$ cat config.mk
export PLATFORM = sky130hd
export DESIGN_NAME = tgs_div
export DESIGN_NICKNAME = d
export VERILOG_FILES = /design/src/tgs_div.sv
export SDC_FILE = /design/constraint.sdc
export NUM_CORES = 2
export LEC_CHECK = 0
export BUFFER_PORTS_ARGS = -buffer_cell sky130_fd_sc_hd__buf_2
export CORE_AREA = 10 10 371 373
export DETAILED_ROUTE_END_ITERATION = 10
export DIE_AREA = 0 0 381 383
export PLACE_DENSITY = 0.76
export SLEW_MARGIN = 20
export SYNTH_ARGS = -nofsm -noshare
export SYNTH_HDL_FRONTEND = slang
export SYNTH_SLANG_ARGS = --single-unit
$ cat constraint.sdc
create_clock -name clk -period 8.6 [get_ports clk]
set_input_delay 0.43 -clock clk [delete_from_list [all_inputs] [get_ports clk]]
set_output_delay 0.43 -clock clk [all_outputs]
set_load 0.05 [all_outputs]
$ cat src/tgs_div.sv
// pipelined restoring divider, one quotient bit per stage, overflow flag
// no dependencies
`timescale 1ns / 1ps

module tgs_div #(
  parameter int NW = 48,
  parameter int DW = 33,
  parameter int QW = 15
) (
  input  logic          clk,
  input  logic          en,
  input  logic [NW-1:0] num,
  input  logic [DW-1:0] den,
  output logic [QW-1:0] quo,
  output logic          ovf
);

  localparam int XW = ((NW > DW + QW) ? NW : DW + QW) + 1;

  logic [XW-1:0] rem [QW+1];
  logic [DW-1:0] dd  [QW+1];
  logic [QW-1:0] q   [QW+1];
  logic          ov  [QW+1];

  always_ff @(posedge clk) begin
    if (en) begin
      rem[0] <= XW'(num);
      dd[0]  <= den;
      q[0]   <= '0;
      ov[0]  <= XW'(num) >= (XW'(den) << QW);
      for (int t = 1; t <= QW; t++) begin
        dd[t] <= dd[t-1];
        ov[t] <= ov[t-1];
        if (rem[t-1] >= (XW'(dd[t-1]) << (QW - t))) begin
          rem[t] <= rem[t-1] - (XW'(dd[t-1]) << (QW - t));
          q[t]   <= q[t-1] | (QW'(1) << (QW - t));
        end else begin
          rem[t] <= rem[t-1];
          q[t]   <= q[t-1];
        end
      end
    end
  end

  assign quo = q[QW];
  assign ovf = ov[QW];

endmodule

# Word-level counts from Yosys, hierarchy flattened
# Memory sizes are Yosys's and may differ from the RTL's.
# Cells that the tools add are included.
[totals]
ramBits = 1568
elab_cells = 187
reg_bits = 0
input_bits = 83
n_memories = 4
[classes]
add_sub_neg = 15
muxes = 122
n_lt_le_gt_ge = 16
n_bitwise = 30
[memory_table]
columns = ["name", "depth", "width", "rd", "rd_ports_with_merged_regs", "write_ports", "line_no", "rtl"]
rows = [
  ["rem", 16, 49, 15, 0, 16, "20", "logic [XW-1:0] rem [QW+1];"],
  ["dd", 16, 33, 15, 0, 16, "21", "logic [DW-1:0] dd [QW+1];"],
  ["q", 16, 15, 16, 0, 16, "22", "logic [QW-1:0] q [QW+1];"],
  ["ov", 16, 1, 16, 0, 16, "23", "logic ov [QW+1];"],
]
[ops]
columns = ["operator", "count"]
rows = [
  ["$mux 49", 15],
  ["$mux 15", 15],
  ["$mux 1", 92],
  ["$ge 49x33->1", 1],
  ["$ge 49x34->1", 1],
  ["$ge 49x35->1", 1],
  ["$ge 49x36->1", 1],
  ["$ge 49x37->1", 1],
  ["$ge 49x38->1", 1],
  ["$ge 49x39->1", 1],
  ["$ge 49x40->1", 1],
  ["$ge 49x41->1", 1],
  ["$ge 49x42->1", 1],
  ["$ge 49x43->1", 1],
  ["$ge 49x44->1", 1],
  ["$ge 49x45->1", 1],
  ["$ge 49x46->1", 1],
  ["$ge 49x47->1", 1],
  ["$sub 49x33->49", 1],
  ["$sub 49x34->49", 1],
  ["$sub 49x35->49", 1],
  ["$sub 49x36->49", 1],
  ["$sub 49x37->49", 1],
  ["$sub 49x38->49", 1],
  ["11 further kinds", 40],
]

# Longest topological paths before layout
[depth]
word_depth = 5
mapped_depth = 17
depth_no_buf = 15

# Worst setup path after synthesis
# No wires, ideal clock.
[synth_path]
path_type = "register -> register"
from = "memory rem[0][62] (netlist name)"
to = "memory rem[1][23] (netlist name) (data pin)"
path_buffers = 1
t_required_ns = 8.340
setup_slack_ns = 5.200
path_stages_with_launch = 14
t_arrival_ns = 3.140
period_less_slack_ns = 3.400
setup_ns = 0.260
path_cell_list = "edfxtp_1 inv_1 ha_1 inv_1 fa_1 a21o_1 a221oi_1 o22a_1 o21ai_1 nand3_1 nand2_1 a21oi_1 clkbuf_1 mux2_2"
[synth_rtl]
columns = ["element", "line_no"]
rows = [
  ["start: declaration", "20"],
]

==> impl_metrics.yaml <==
run_status:
  status: "finished, final reports clean"
global_routing:
  antenna_found_initial: 2
  grt_pass1_wl_mm: 296
  globalRouteTotalUtil_pct: 25.6
  grt-ovfl-total: 0
  grt_pass1_vias: 55400
  grt_max_degree: 171
setup_path:
  arrival_ps: 5220
  worstPathRequired_ps: 9100
  endpoint_kind: "register"
  startpoint_type: "register"
  criticalPathCategory: "reg -> reg"
  path_max_fanout: 45
clock_tree:
  cts.sinks: 1365
  cts_root_buffer: "clkbuf_16"
  cts-buffers-inserted: 149
  clock_latency_ps: 810
  clk_path_buf_depth: 3
  clkTransAtPathRegs_ps: 60
  cts_tree: "yes"
  htree_levels: 4
job:
  maxCapViolations: 0
detailed_routing:
  wl_per_cell_um: 20.8
  route.vias.total: 54300
  drt_iter0_markers: 3920
  antenna_left: 0
  drcViolationCount: 0
  dr.pass1.iters: 6
  totalWireLength_mm: 191
  routed_via_density: 5.91
timing:
  final.min_clock_period_ps: 4720
  rsz0062_at_grt: "no"
  final-hold-violation-count: 0
  setup_viol: 0
  tns_ps: 0
  hold_ws_ps: 122
  slew_viol_final: 0
  setup_slack_ps: 3880
  finalCritPeriodShare_pct: 54.9
  tightest_slew_ps: 1270
  relSlewSlack_pct: 14.6
  skew_ps: 31.1
  fmax_mhz: 212
floorplan:
  die_h_um: 383
  dieWidth_um: 381
  ioPinCount: 99
  core_region_area_sq_um: 130000
  initial_core_util_pct: 59.6
  die_area_sq_um: 146000
  rows: 133
placement:
  io_buffers: 98
  hpwl_mm: 145
  pre_cts_ws_ps: 3960
  place.gp.congestion: 0.995
power:
  pwr-share-comb_pct: 40.3
  switchingPower_uw: 10400
  leakagePower_uw: 0.0340
  power_frac_seq_pct: 36.7
  switching_share_pct: 36.6
  p_per_area_nw_per_um2: 332
  power.internal_uw: 18000
  ir_drop_v: 0.000274
  pwr-share-clk_pct: 23.0
logic_synthesis:
  synth-main-ff-cell: "edfxtp_1"
  synth_seq_cells: 1365
  avgSynthCellArea_sq_um: 10.8
  yosysSeqAreaShare_pct: 52.7
  syn-cell-area_sq_um: 77700
  ys.warnings.count: 0
  yosysUniqueCellTypes: 117
  syn_nets: 7812
  synthCells: 7187
  async_flop_share_pct: 0
  synth-edff-count: 1365
layout:
  nets: 7921
  area_growth_pct: 10.1
  post_route_cells_drive_above_1_share_pct: 7.01
worst_hold_path:
  min_path_type: "in -> reg"
cell usage in the layout, fill, tap and decap left out, types with 26 or more instances in the layout:
cell,n
nor2b_1,73
nor2_1,448
nor3_1,109
ha_1,528
clkinv_1,28
a21oi_1,647
xor2_1,230
inv_1,643
a211oi_1,31
o21ai_0,456
and3_1,52
xnor2_1,275
nand3_1,133
nand2b_1,89
o31ai_1,29
a31oi_1,41
a21o_1,265
o21bai_1,52
or3_1,32
buf_4,47
nand2_1,586
o211ai_1,38
o21ai_1,26
and2_1,38
o21a_1,43
buf_2,97
mux2_2,57
edfxtp_1,1365
nand4_1,134
clkbuf_1,35
dlygate4sd3_1,81
clkbuf_16,150
nor4_1,71
layer usage:
metal	GRT usage (%)	wire, um	vias up
li1	-	-	26500
met1	23.4	64000	25600
met2	51.7	107000	1524
met3	3.35	6170	606
met4	16.6	13200	0
met5	0	0	-
final cells by class:
type                       count  area, sq um
fill                        9852        44900
clock inverter                92         1160
timing repair buffer         228         1710
inverter                     649         2440
tap                         1755         2200
antenna                        1         2.50
clock buffer                 185         3880
sequential                  1365        41000
multi-input combinational   4903        33200
critical path: stages (launching register included):
cell and delay, ps:
edfxtp_1 400, ha_1 420, nand4_1 350, o221a_2 400
o31ai_1 880, o211ai_1 370, and2_1 290, o221a_2 310
and2_1 180, inv_2 600, a21oi_1 190
per-stage QoR:
| stage | area (sq um) | cells | utilization, % | total power, uW |
|---|---|---|---|---|
| floorplan | 77700 | 7187 | - | 18800 |
| global placement | 79700 | 8819 | 61.1 | 21500 |
| detailed placement | 79700 | 8819 | 61.1 | 21700 |
| CTS | 85500 | 9177 | 65.6 | 28300 |
| global route | 85500 | 9178 | 65.6 | 30100 |
| finish | 85500 | 9178 | 65.6 | 28400 |
sequential cells by signal (all words and copies together) (netlist names):
register  cells
dd          495
q           120
rem         734
ov           16
synthesized netlist by cell type (17+ instances only):
master / n / area share (%)
a211oi_1: 31 / 0.30
a21o_1: 265 / 2.6
a21oi_1: 648 / 4.2
a221oi_1: 19 / 0.21
a31oi_1: 42 / 0.34
and2_1: 38 / 0.31
and3_1: 52 / 0.42
and4_1: 18 / 0.20
buf_2: 33 / 0.21
buf_4: 18 / 0.17
clkbuf_1: 197 / 0.95
edfxtp_1: 1365 / 53
ha_1: 528 / 8.5
inv_1: 644 / 3.1
mux2_2: 57 / 0.83
nand2_1: 586 / 2.8
nand2b_1: 89 / 0.72
nand3_1: 133 / 0.86
nand3b_1: 18 / 0.17
nand4_1: 134 / 1.1
nor2_1: 448 / 2.2
nor2b_1: 73 / 0.59
nor3_1: 109 / 0.70
nor4_1: 74 / 0.60
nor4b_1: 19 / 0.21
o211ai_1: 38 / 0.37
o21a_1: 43 / 0.42
o21ai_0: 456 / 2.9
o21ai_1: 27 / 0.17
o21bai_1: 52 / 0.50
o31a_1: 17 / 0.19
o31ai_1: 30 / 0.29
or3_1: 32 / 0.26
or4_1: 20 / 0.19
xnor2_1: 275 / 3.1
xor2_1: 230 / 2.6
power by group through the flow:
stage | clock, uW | sequential [uW] | combinational (uW)
floorplan | 0 | 10100 | 8670
global placement | 0 | 10500 | 11000
detailed placement | 0 | 10500 | 11200
CTS | 6630 | 10400 | 11300
global route | 6930 | 10500 | 12600
finish | 6540 | 10400 | 11400
path summary, 6_finish.rpt:
| check | from | endpoint | slack, ps | cells past startpoint |
|---|---|---|---|---|
| worst max register to register | rem[4][60]$_DFFE_PP_ | rem[5][5]$_DFFE_PP_ | 3880 | 10 |
| worst max-delay path | rem[4][60]$_DFFE_PP_ | rem[5][5]$_DFFE_PP_ | 3880 | 10 |
| worst min register to register | q[1][35]$_SDFFCE_PN1P_ | q[1][50]$_DFFE_PP_ | 400 | 0 |
| worst min-delay path | en | rem[0][46]$_DFFE_PP_ | 120 | 1 |
kinds of logic after synthesis:
| family | after synthesis | synth area share, % |
|---|---|---|
| fa+ha+maj | 542 | 8.86 |
| mux | 68 | 0.974 |
| xor+xnor | 505 | 5.69 |
| compound gates | 1868 | 14.9 |
| buf+inv | 919 | 4.69 |
| flops | 1365 | 52.7 |
| simple gates | 1920 | 12.2 |
what timing repair did:
action	CTS	global route
hold buffers	81	0
resized for setup	0	0
endpoints found under the hold margin	81	0
buffers inserted	0	0
Note: power is estimated with default switching activity, not from simulation.
